--- config.mk ---
export PLATFORM = sky130hd
export DESIGN_NAME = linear_ramp_generator_unit
export DESIGN_NICKNAME = d
export VERILOG_FILES = /design/src/design/lrg_pkg.sv /design/src/design/lrg_ctrl.sv /design/src/design/lrg_dp.sv /design/src/design/linear_ramp_generator_unit.sv
export SDC_FILE = /design/constraint.sdc
export NUM_CORES = 1
export LEC_CHECK = 0
export ABC_CLOCK_PERIOD_IN_PS = 4200
export BUFFER_PORTS_ARGS = -buffer_cell sky130_fd_sc_hd__buf_2
export CORE_MARGIN = 4
export CORE_UTILIZATION = 45
export CTS_CLUSTER_DIAMETER = 80
export CTS_CLUSTER_SIZE = 8
export DETAILED_ROUTE_END_ITERATION = 16
export PLACE_DENSITY = 0.59
export SYNTH_ARGS = -nofsm -noshare
export SYNTH_HDL_FRONTEND = slang
export SYNTH_HIERARCHICAL = 1
export SYNTH_SLANG_ARGS = --single-unit
--- constraint.sdc ---
create_clock -name clock -period 4.2 [get_ports clock]
set_input_delay 1.26 -clock clock [delete_from_list [all_inputs] [get_ports clock]]
set_output_delay 1.26 -clock clock [all_outputs]
set_load 0.01 [all_outputs]
--- src/design/lrg_pkg.sv ---
`timescale 1ns / 1ps

package lrg_pkg;

   localparam int LEVEL_BITS_DEF    = 32;
   localparam int DURATION_BITS_DEF = 24;

   typedef enum logic [1:0] {
      OP_TICK     = 2'd0,
      OP_RETARGET = 2'd1,
      OP_PRESET   = 2'd2
   } op_type;

   typedef enum logic [2:0] {
      ST_IDLE,
      ST_PREP,
      ST_MUL,
      ST_DIV_INIT,
      ST_DIV,
      ST_FINISH
   } state_type;

   typedef struct packed {
      logic accept;
      logic prep;
      logic mul;
      logic div_init;
      logic div;
      logic finish;
   } cmd_type;

   typedef struct packed {
      logic len_zero;
      logic mul_last;
      logic div_last;
      logic out_free;
   } status_type;

endpackage

--- src/design/lrg_ctrl.sv ---
`timescale 1ns / 1ps

module lrg_ctrl (
   input  logic                clock,
   input  logic                reset,
   input  logic                req_valid,
   input  logic [1:0]          req_op,
   output logic                req_ready,
   input  lrg_pkg::status_type status,
   output lrg_pkg::cmd_type    cmd
);
   import lrg_pkg::*;

   state_type state_ff;
   state_type state_in;

   always_ff @(posedge clock) begin
      if (reset) begin
         state_ff <= ST_IDLE;
      end else begin
         state_ff <= state_in;
      end
   end

   always_comb begin
      state_in  = state_ff;
      cmd       = '0;
      req_ready = 1'b0;
      unique case (state_ff)
         ST_IDLE: begin
            req_ready  = 1'b1;
            cmd.accept = req_valid;
            if (req_valid && req_op == OP_TICK) begin
               state_in = ST_PREP;
            end
         end
         ST_PREP: begin
            cmd.prep = 1'b1;
            state_in = status.len_zero ? ST_FINISH : ST_MUL;
         end
         ST_MUL: begin
            cmd.mul = 1'b1;
            if (status.mul_last) begin
               state_in = ST_DIV_INIT;
            end
         end
         ST_DIV_INIT: begin
            cmd.div_init = 1'b1;
            state_in     = ST_DIV;
         end
         ST_DIV: begin
            cmd.div = 1'b1;
            if (status.div_last) begin
               state_in = ST_FINISH;
            end
         end
         ST_FINISH: begin
            // Wait here while an earlier sample sits in the output register and the receiver is not ready.
            if (status.out_free) begin
               cmd.finish = 1'b1;
               state_in   = ST_IDLE;
            end
         end
         default: begin
            state_in = ST_IDLE;
         end
      endcase
   end

`ifndef SYNTHESIS
   a_stall_holds: assert property (@(posedge clock) disable iff (reset)
      (state_ff == ST_FINISH && !status.out_free) |=> state_ff == ST_FINISH)
      else $error("finish left while output register was occupied");
   a_div_after_init: assert property (@(posedge clock) disable iff (reset)
      state_ff == ST_DIV_INIT |=> state_ff == ST_DIV)
      else $error("divide did not follow its initialization");
   a_tick_starts: assert property (@(posedge clock) disable iff (reset)
      (cmd.accept && req_op == OP_TICK) |=> state_ff == ST_PREP)
      else $error("accepted tick did not start the datapath");
`endif

endmodule

--- src/design/lrg_dp.sv ---
`timescale 1ns / 1ps

module lrg_dp #(
   parameter int LEVEL_BITS    = lrg_pkg::LEVEL_BITS_DEF,
   parameter int DURATION_BITS = lrg_pkg::DURATION_BITS_DEF
) (
   input  logic                         clock,
   input  logic                         reset,
   input  logic [1:0]                   req_op,
   input  logic signed [LEVEL_BITS-1:0] req_target_level,
   input  logic [DURATION_BITS-1:0]     req_duration_samples,
   output logic                         rsp_valid,
   input  logic                         rsp_ready,
   output logic signed [LEVEL_BITS-1:0] rsp_level,
   input  lrg_pkg::cmd_type             cmd,
   output lrg_pkg::status_type          status
);
   import lrg_pkg::*;

   localparam int LW = LEVEL_BITS;
   localparam int DW = DURATION_BITS;
   localparam int MW = LW + 1;
   localparam int PW = MW + DW;
   localparam int CW = $clog2((MW > DW) ? MW : DW);

   logic signed [LW-1:0] start_ff, start_in;
   logic signed [LW-1:0] goal_ff, goal_in;
   logic signed [LW-1:0] current_ff, current_in;
   logic [DW-1:0]        step_ff, step_in;
   logic [DW-1:0]        len_ff, len_in;

   logic                 neg_ff, neg_in;
   logic [PW-1:0]        mcand_ff, mcand_in;
   logic [DW-1:0]        mplier_ff, mplier_in;
   logic [PW-1:0]        prod_ff, prod_in;
   logic [DW-1:0]        rem_ff, rem_in;
   logic [MW-1:0]        quo_ff, quo_in;
   logic [CW-1:0]        cnt_ff, cnt_in;

   logic                 rsp_valid_ff, rsp_valid_in;
   logic signed [LW-1:0] rsp_level_ff, rsp_level_in;

   logic signed [LW:0]   diff;
   logic [MW-1:0]        mag;
   logic [DW:0]          shifted;
   logic [DW+1:0]        trial;
   logic                 fits;
   logic signed [LW:0]   ramp_sum;
   logic signed [LW-1:0] result;

   assign diff    = {goal_ff[LW-1], goal_ff} - {start_ff[LW-1], start_ff};
   assign mag     = diff[LW] ? MW'(-diff) : MW'(diff);
   assign shifted = {rem_ff, quo_ff[MW-1]};
   assign trial   = {1'b0, shifted} - {2'b00, len_ff};
   assign fits    = !trial[DW+1];

   // The quotient never exceeds the magnitude, so the level stays between start and goal.
   assign ramp_sum = neg_ff ? ({start_ff[LW-1], start_ff} - $signed(quo_ff))
                            : ({start_ff[LW-1], start_ff} + $signed(quo_ff));
   assign result   = (len_ff == '0) ? start_ff : ramp_sum[LW-1:0];

   assign status.len_zero = (len_ff == '0);
   assign status.mul_last = (cnt_ff == CW'(DW - 1));
   assign status.div_last = (cnt_ff == CW'(MW - 1));
   assign status.out_free = !rsp_valid_ff || rsp_ready;

   assign rsp_valid = rsp_valid_ff;
   assign rsp_level = rsp_level_ff;

   always_comb begin
      start_in     = start_ff;
      goal_in      = goal_ff;
      current_in   = current_ff;
      step_in      = step_ff;
      len_in       = len_ff;
      neg_in       = neg_ff;
      mcand_in     = mcand_ff;
      mplier_in    = mplier_ff;
      prod_in      = prod_ff;
      rem_in       = rem_ff;
      quo_in       = quo_ff;
      cnt_in       = cnt_ff;
      rsp_valid_in = rsp_valid_ff;
      rsp_level_in = rsp_level_ff;

      if (rsp_ready) begin
         rsp_valid_in = 1'b0;
      end

      if (cmd.accept) begin
         unique case (req_op)
            OP_PRESET: begin
               start_in   = req_target_level;
               goal_in    = req_target_level;
               current_in = req_target_level;
               step_in    = '0;
               len_in     = '0;
            end
            OP_RETARGET: begin
               goal_in  = req_target_level;
               len_in   = req_duration_samples;
               start_in = current_ff;
               step_in  = '0;
            end
            OP_TICK: begin
               if (len_ff != '0) begin
                  if (step_ff == len_ff) begin
                     step_in  = '0;
                     len_in   = '0;
                     start_in = goal_ff;
                  end else begin
                     step_in = step_ff + 1'b1;
                  end
               end
            end
            default: begin
            end
         endcase
      end

      if (cmd.prep) begin
         neg_in    = diff[LW];
         mcand_in  = {{DW{1'b0}}, mag};
         mplier_in = step_ff;
         prod_in   = '0;
         cnt_in    = '0;
      end

      // Shift-add multiply: one bit of the step count per cycle.
      if (cmd.mul) begin
         if (mplier_ff[0]) begin
            prod_in = prod_ff + mcand_ff;
         end
         mcand_in  = {mcand_ff[PW-2:0], 1'b0};
         mplier_in = {1'b0, mplier_ff[DW-1:1]};
         cnt_in    = cnt_ff + 1'b1;
      end

      // The upper part of the product is already below the length, so only
      // the low bits produce quotient bits.
      if (cmd.div_init) begin
         rem_in = prod_ff[PW-1:MW];
         quo_in = prod_ff[MW-1:0];
         cnt_in = '0;
      end

      if (cmd.div) begin
         rem_in = fits ? trial[DW-1:0] : shifted[DW-1:0];
         quo_in = {quo_ff[MW-2:0], fits};
         cnt_in = cnt_ff + 1'b1;
      end

      if (cmd.finish) begin
         current_in   = result;
         rsp_level_in = result;
         rsp_valid_in = 1'b1;
      end
   end

   always_ff @(posedge clock) begin
      if (reset) begin
         start_ff     <= '0;
         goal_ff      <= '0;
         current_ff   <= '0;
         step_ff      <= '0;
         len_ff       <= '0;
         cnt_ff       <= '0;
         rsp_valid_ff <= 1'b0;
      end else begin
         start_ff     <= start_in;
         goal_ff      <= goal_in;
         current_ff   <= current_in;
         step_ff      <= step_in;
         len_ff       <= len_in;
         cnt_ff       <= cnt_in;
         rsp_valid_ff <= rsp_valid_in;
      end
   end

   always_ff @(posedge clock) begin
      neg_ff       <= neg_in;
      mcand_ff     <= mcand_in;
      mplier_ff    <= mplier_in;
      prod_ff      <= prod_in;
      rem_ff       <= rem_in;
      quo_ff       <= quo_in;
      rsp_level_ff <= rsp_level_in;
   end

`ifndef SYNTHESIS
   a_step_bounded: assert property (@(posedge clock) disable iff (reset)
      step_ff <= len_ff)
      else $error("step count ran past the ramp length");
   a_preset_idles: assert property (@(posedge clock) disable iff (reset)
      (cmd.accept && req_op == OP_PRESET) |=> (len_ff == '0 && step_ff == '0))
      else $error("preset left a ramp running");
   a_quo_bounded: assert property (@(posedge clock) disable iff (reset)
      (cmd.finish && len_ff != '0) |-> quo_ff <= mcand_ff[MW-1:0] || quo_ff <= mag)
      else $error("interpolation quotient exceeds the ramp span");
`endif

endmodule

--- src/design/linear_ramp_generator_unit.sv ---
`timescale 1ns / 1ps

// Linear ramp generator: signed Q16.16 glide from the last output level to a target.
// Request channel (req_valid/req_ready) carries one beat per operation:
//   tick gives one sample on the response channel, retarget starts a ramp from the
//   current level over req_duration_samples ticks, preset jumps to a level at once.
//   Retarget and preset give no response beat; an unused op code is dropped.
// Response channel (rsp_valid/rsp_level/rsp_ready) carries one beat per tick.
// A tick runs through a shift-add multiplier (one step bit per cycle) and a
// restoring divider (one quotient bit per cycle). The block handles one
// request at a time and takes no new request until the last one is done.
// A zero-length ramp skips the arithmetic.
// The output register holds one sample: the next request is taken while it
// waits, and a tick that finishes while the receiver stalls waits for it.
// Synchronous reset zeroes the start, goal and current levels, the step count
// and the ramp length.
module linear_ramp_generator_unit #(
   parameter int LEVEL_BITS    = lrg_pkg::LEVEL_BITS_DEF,
   parameter int DURATION_BITS = lrg_pkg::DURATION_BITS_DEF
) (
   input  logic                         clock,
   input  logic                         reset,
   input  logic                         req_valid,
   output logic                         req_ready,
   input  logic [1:0]                   req_op,
   input  logic signed [LEVEL_BITS-1:0] req_target_level,
   input  logic [DURATION_BITS-1:0]     req_duration_samples,
   output logic                         rsp_valid,
   input  logic                         rsp_ready,
   output logic signed [LEVEL_BITS-1:0] rsp_level
);
   import lrg_pkg::*;

   cmd_type    cmd;
   status_type status;

   lrg_ctrl u_ctrl (
      .clock     (clock),
      .reset     (reset),
      .req_valid (req_valid),
      .req_op    (req_op),
      .req_ready (req_ready),
      .status    (status),
      .cmd       (cmd)
   );

   lrg_dp #(
      .LEVEL_BITS    (LEVEL_BITS),
      .DURATION_BITS (DURATION_BITS)
   ) u_dp (
      .clock                (clock),
      .reset                (reset),
      .req_op               (req_op),
      .req_target_level     (req_target_level),
      .req_duration_samples (req_duration_samples),
      .rsp_valid            (rsp_valid),
      .rsp_ready            (rsp_ready),
      .rsp_level            (rsp_level),
      .cmd                  (cmd),
      .status               (status)
   );

endmodule
# After elaboration in Yosys (flattened, before gate mapping)
# Cells that the tools add are included.
[word_totals]
inputBits = 62
ff_bits = 382
output_inout_bits = 34
[op_classes]
reduce_logical = 22
n_addsub = 8
n_eq_ne = 16
mux = 47
[ops]
columns = ["op", "count"]
rows = [
  ["2-to-1 mux 57 bit", 5],
  ["2-to-1 mux 32 bit", 7],
  ["2-to-1 mux 24 bit", 7],
  ["2-to-1 mux 33 bit", 3],
  ["case mux 32 bit (3 select lines)", 1],
  ["case mux 24 bit (3 select lines)", 1],
  ["adder 57 bit", 1],
  ["case mux 24 bit (2 select lines)", 1],
  ["2-to-1 mux 23 bit", 2],
  ["negation 33 bit", 1],
  ["subtractor 32 x 32 -> 33 bit", 1],
  ["adder 32 bit", 1],
  ["subtractor 32 bit", 1],
  ["subtractor 25 x 24 -> 26 bit", 1],
  ["adder 24 x 1 -> 24 bit (second input constant)", 1],
  ["equality test 24 bit", 1],
  ["zero test 24 bit", 1],
  ["2-to-1 mux 6 bit", 4],
  ["nonzero test 24 bit", 1],
  ["case mux 3 bit (6 select lines)", 1],
  ["2-to-1 mux 3 bit", 5],
  ["nonzero test 2 bit", 6],
  ["2-to-1 mux 1 bit", 10],
  ["AND reduction 4 bit", 2],
  ["other kinds (20)", 28],
]

# Depth between registers and ports, before layout
[logic_depth]
word_depth = 6
depth_mapped = 18
mapped_depth_nobuf = 18

# Cells and area by module
# Netlist, hierarchy kept.
[modules_own_cells]
columns = ["module", "area_per_inst_um2", "instances", "cells_per_inst", "seq_area_each_um2"]
rows = [
  ["lrg_dp", 25314.3, 1, 2958, 9278.9],
  ["lrg_ctrl", 235.2, 1, 33, 60.1],
]

# Least setup slack after synthesis
# OpenSTA, ideal clock, no wires.
[synth_timing]
path_kind = "reg-to-reg"
start = "register u_dp.quo_ff[5]"
end = "register u_dp.current_ff[29]"
slack_ns = -0.430
setup_time_ns = 0.091
period_less_slack_ns = 4.630
required_ns = 4.109
path_buffers = 0
stages_incl_launch_ff = 17
t_arrival_ns = 4.539
path_cell_list = "edfxtp_1 > or4_1 > nor2_1 > nand2_1 > or3_1 > nor3_1 > nor2_1 > xnor2_1 > ha_1 > and3_1 > a221o_1 > a221oi_1 > a2111oi_1 > o31ai_1 > a21oi_1 > or3b_2 > a311oi_1"
[synth_between]
elab_chain_len = 4
word_cells_on_any_way = 5
[synth_rtl]
columns = ["item", "line", "text"]
rows = [
  ["from (decl)", "lrg_dp.sv:37", "logic [MW-1:0] quo_ff, quo_in;"],
  ["from (signal assigned)", "lrg_dp.sv:186", "quo_ff <= quo_in;"],
  ["adder 32 bit or subtractor 32 bit (tied branches)", "lrg_dp.sv:59, lrg_dp.sv:58", ""],
  ["2-to-1 mux 32 bit *", "lrg_dp.sv:58", "assign ramp_sum = neg_ff ? ({start_ff[LW-1], start_ff} - $signed(quo_ff))"],
  ["2-to-1 mux 32 bit *", "lrg_dp.sv:60", "assign result = (len_ff == '0) ? start_ff : ramp_sum[LW-1:0];"],
  ["2-to-1 mux 32 bit *", "lrg_dp.sv:153", "if (cmd.finish) begin"],
  ["to (signal assigned)", "lrg_dp.sv:172", "current_ff <= current_in;"],
  ["to (decl)", "lrg_dp.sv:28", "logic signed [LW-1:0] current_ff, current_in;"],
]
# Every way passes the cells marked *; elsewhere a longest branch is shown, timed or not.
# A chain may end at the register's enable or synchronous reset.

# Worst setup path in the final report
[layout_timing]
start = "register u_dp.quo_ff[4]"
end = "register u_dp.rsp_level_ff[30], in the netlist u_dp/rsp_level[30], data pin"
[layout_between]
elab_chain_len = 3
word_cells_on_any_way = 4
[layout_rtl]
columns = ["item", "line", "text"]
rows = [
  ["adder 32 bit or subtractor 32 bit (tied branches)", "lrg_dp.sv:59, lrg_dp.sv:58", ""],
  ["2-to-1 mux 32 bit *", "lrg_dp.sv:58", ""],
  ["2-to-1 mux 32 bit *", "lrg_dp.sv:60", ""],
  ["named net u_dp.result[30]", "lrg_dp.sv:49", "logic signed [LW-1:0] result;"],
  ["to (signal assigned)", "lrg_dp.sv:187", "rsp_level_ff <= rsp_level_in;"],
  ["to (decl)", "lrg_dp.sv:41", "logic signed [LW-1:0] rsp_level_ff, rsp_level_in;"],
]
# Mark *: on every way through the listed nets, which the timed path passes. The rest lies on a longest branch.

==> impl_results.md <==
* Outcome: complete, but fails checks
* FP Rows at 87
* Commonest cells in the netlist: 331 x nand2_1, 248 x a21oi_1, 245 x nor2_1
* 1st-iter DRT viols at 1529
* Proportion of layout cells with a drive suffix above 1 at 15.5%
* CTS Buffer Depth at 3
* Layout overhead on the synthesized area at 16.5%
* Critical Path Start Type: flip-flop
* Internal power at ~0.011 W
* Last element of the critical path: u_dp/rsp_level[30]$_DFFE_PP_
* Comb pwr share at a little under half
* Routed WL at 76300 um
* Power density cells at around 600 nW/um^2
* Synth Net Count at 3209
* Port bufs at 95
* Minimum clock period at 4440 ps
* Vias at around 23000
* Mapped cell area at 25500 um^2
* Core area at 56300 um^2
* Clk pwr share at 23.4%
* Count of different cell masters after synthesis at 94
* Slack of the critical path at -236 ps
* Max Cap Viol at 0
* RSZ-0062 raised after global routing: yes
* Seq/Total Area, Yosys at 36.6%
* Worst hold-check path type: reg2reg
* Slew HR at approximately a third
* Ant. Diodes at 0
* First-pass GRT wire length at 120000 um
* Top_reg_cell synth: dfxtp_1
* Synth top area share at 19.9%
* CP startpoint: u_dp/quo_ff[4]$_DFFE_PP_
* R2R cell count at 15
* Fin nets at 3369
* Sink Count at around 380
* Failing checks: setup timing
* Sequential Power Share at 29.0%
* Critical path class: reg2reg
* Mapped Cells at 2991
* Largest net degree at the start of global routing at 108
* Final Hold Viols at 0
* Post-synth top area cell: edfxtp_1
* Top-count cell post-synth: nand2_1
* Initial antenna violation count at 2
* Total CTS buffers at 55
* H-tree Lvls at 2
* Req. time, crit path at about 4600 ps
* Worst setup EP type: flip-flop
* Worst hold margin at 482 ps
* Tcrit/Tclk final at 106%
* EDFF count, synth at 169
* Root Driver: clkbuf_16
* Gr usage total at roughly a quarter
* Crit path arrival time at around 4800 ps
* Leak at 11.9 nW
* Yosys warning count at 6
* Worst path max stage delay at 590 ps
* GRT overflow at 0
* # setup viols final at 16
* Initial Util at 45.4%
* Largest cells by area after synthesis: edfxtp_1 20%, dfxtp_1 17%, ha_1 7.4%
* Skew-Pair Late Insertion Delay at 610 ps
* DR DRC count at 0
* Setup TNS at -2080 ps
* Reg2Reg Launch Point: u_dp/quo_ff[4]$_DFFE_PP_
* Worst ir drop on vdd at 0.000432 V
* Switching Share at 40.1%
* DR WL/cell at 19.3 um
* Crit-path max FO at 4
* Synth async-reset ratio at 0%
* FF+latch count, synth at 382
* RR Endpoint: u_dp/rsp_level[30]$_DFFE_PP_
* Slew Viols, Final at 0
* CP cell instances: or4_4 > nor4_4 > nor3b_4 > nor2_1 > xnor2_1 > ha_1 > a222oi_1 > nand2_1 > a211oi_4 > nor4_4 > a2111o_1 > a31o_4 > a21oi_2 > xor2_1 > o21ai_1
* GPL Wtd Cong at around 0.88
* Dpl hpwl at 55800 um
* ANT nets after route at 0
* IO Pins at 96
* Die X at 246 um
* First drt pass iteration count at 5
* CTS tree: built
* R2R setup slack at -240 ps
* Critical path's slowest cell: or4_4
* Clock slew seen by the registers of the worst setup and hold paths at around 60 ps
* Die footprint at 60700 um^2
* DR vias/cell at 5.80
* Die Y at roughly 250 um
* Layout Skew at 35.9 ps
* Worst slew pin tran at slightly below 1000 ps
* CP most frequent cell: nor4_4
* Maximum clock rate at 0.225 GHz
* Number of global-route vias before repair at 22593
* Mean area per synthesized cell at 8.54 um^2
* Psw at ~0.0073 W
-- power groups by stage --
stage / Sequential (W) / Combinational (W) / Clock, W
2_1_floorplan: 0.00507 / 0.00602 / 0
3_3_place_gp: 0.00533 / 0.00805 / 0
3_5_place_dp: 0.00534 / 0.00818 / 0
4_1_cts: 0.00527 / 0.00839 / 0.00434
5_1_grt: 0.00531 / 0.00954 / 0.00451
6_report: 0.00526 / 0.00862 / 0.00424
-- worst min path at each step --
stage	start	to	slack, ps	cells after the start
after detailed placement	u_dp/current_ff[4]$_SDFFE_PP0P_	u_dp/current_ff[4]$_SDFFE_PP0P_	480	2
after floorplan	u_dp/goal_ff[0]$_SDFFE_PP0P_	u_dp/goal_ff[0]$_SDFFE_PP0P_	450	2
after global placement	u_dp/mplier_ff[23]$_SDFFE_PP0P_	u_dp/mplier_ff[23]$_SDFFE_PP0P_	470	2
final	u_dp/prod_ff[22]$_DFF_P_	u_dp/prod_ff[22]$_DFF_P_	480	2
after CTS	u_dp/prod_ff[22]$_DFF_P_	u_dp/prod_ff[22]$_DFF_P_	490	2
after global routing	u_dp/prod_ff[22]$_DFF_P_	u_dp/prod_ff[22]$_DFF_P_	510	2
-- timing repair --
item | CTS | global route
buffers inserted | 13 | 7
pin swaps | 49 | 50
gates resized for setup | 44 | 43
endpoints found under the setup margin | 22 | 62
gates cloned | 0 | 0
hold buffers | 0 | 0
-- cell usage in the layout, fill, tap and decap left out, types with 44 or more instances in the layout --
master	n
a21oi_1	236
a21o_1	89
buf_2	94
clkbuf_16	58
buf_4	156
inv_1	126
nor3_1	44
xnor2_1	124
nor2_1	242
o21ai_0	150
dfxtp_1	213
nand3_1	152
ha_1	151
mux2_2	55
xor2_1	75
edfxtp_1	169
a31oi_1	55
nand2_1	326
-- critical path: cells and delay by family (launching register included) --
| family | cells | cell delay [ps] |
|---|---|---|
| xor gates and xnor gates | 2 | 350 |
| AOI/OAI and AO/OA | 6 | 1630 |
| adders and majority gates | 1 | 270 |
| DFF | 1 | 380 |
| and+or+nand+nor | 6 | 1540 |
-- layer usage --
metal	wire, um	vias up	GRT usage (%)
met5	0	-	0
li1	-	11222	-
met1	32400	11064	29.9
met3	2810	123	2.93
met2	38800	507	44.9
met4	2300	0	7.64
-- registers in the layout, indices dropped and copies added (netlist names) --
| register | count |
|---|---|
| u_dp/quo_ff | 33 |
| u_dp/mplier_ff | 24 |
| u_dp/step_ff | 24 |
| u_dp/rem_ff | 24 |
| u_dp/current_ff | 32 |
| u_dp/prod_ff | 57 |
| u_dp/neg_ff | 1 |
| u_ctrl/state_ff | 3 |
| u_dp/cnt_ff | 6 |
| u_dp/goal_ff | 32 |
| u_dp/mcand_ff | 57 |
| u_dp/rsp_level | 32 |
| u_dp/start_ff | 32 |
| u_dp/len_ff | 24 |
| u_dp/rsp_valid | 1 |
-- area by class of cell --
cell class                      count  area [um^2]
Inverter                          128          480
Clock buffer                       96         1590
Sequential cell                   382         9340
Clock inverter                      4         57.6
Fill cell                        5289        26500
Timing Repair Buffer              259         1780
Multi-Input combinational cell   2325        15600
Tap cell                          756          946
-- metrics by stage --
step	total power (W)	worst slack [ps]	cells	instance area, um^2	utilization [%]
finish	0.0181	-236	3950	29800	52.9
global route	0.0194	-386	3950	29800	52.9
CTS	0.0180	-225	3943	29500	52.5
detailed placement	0.0135	-314	3833	27600	49.1
global placement	0.0134	-193	3833	27600	49.1
floorplan	0.0111	-92.0	2991	25600	-
-- cell families after synthesis --
kind of cell / after synthesis / share of synthesized area, %
adders and majority gates: 156 / 7.76
muxes: 75 / 3.22
AOI/OAI and AO/OA: 849 / 21.6
buffers and inverters: 284 / 4.26
and+or+nand+nor: 1043 / 19.7
xor gates and xnor gates: 202 / 6.92
DFF: 382 / 36.6
(Power assumes the default switching activity.)
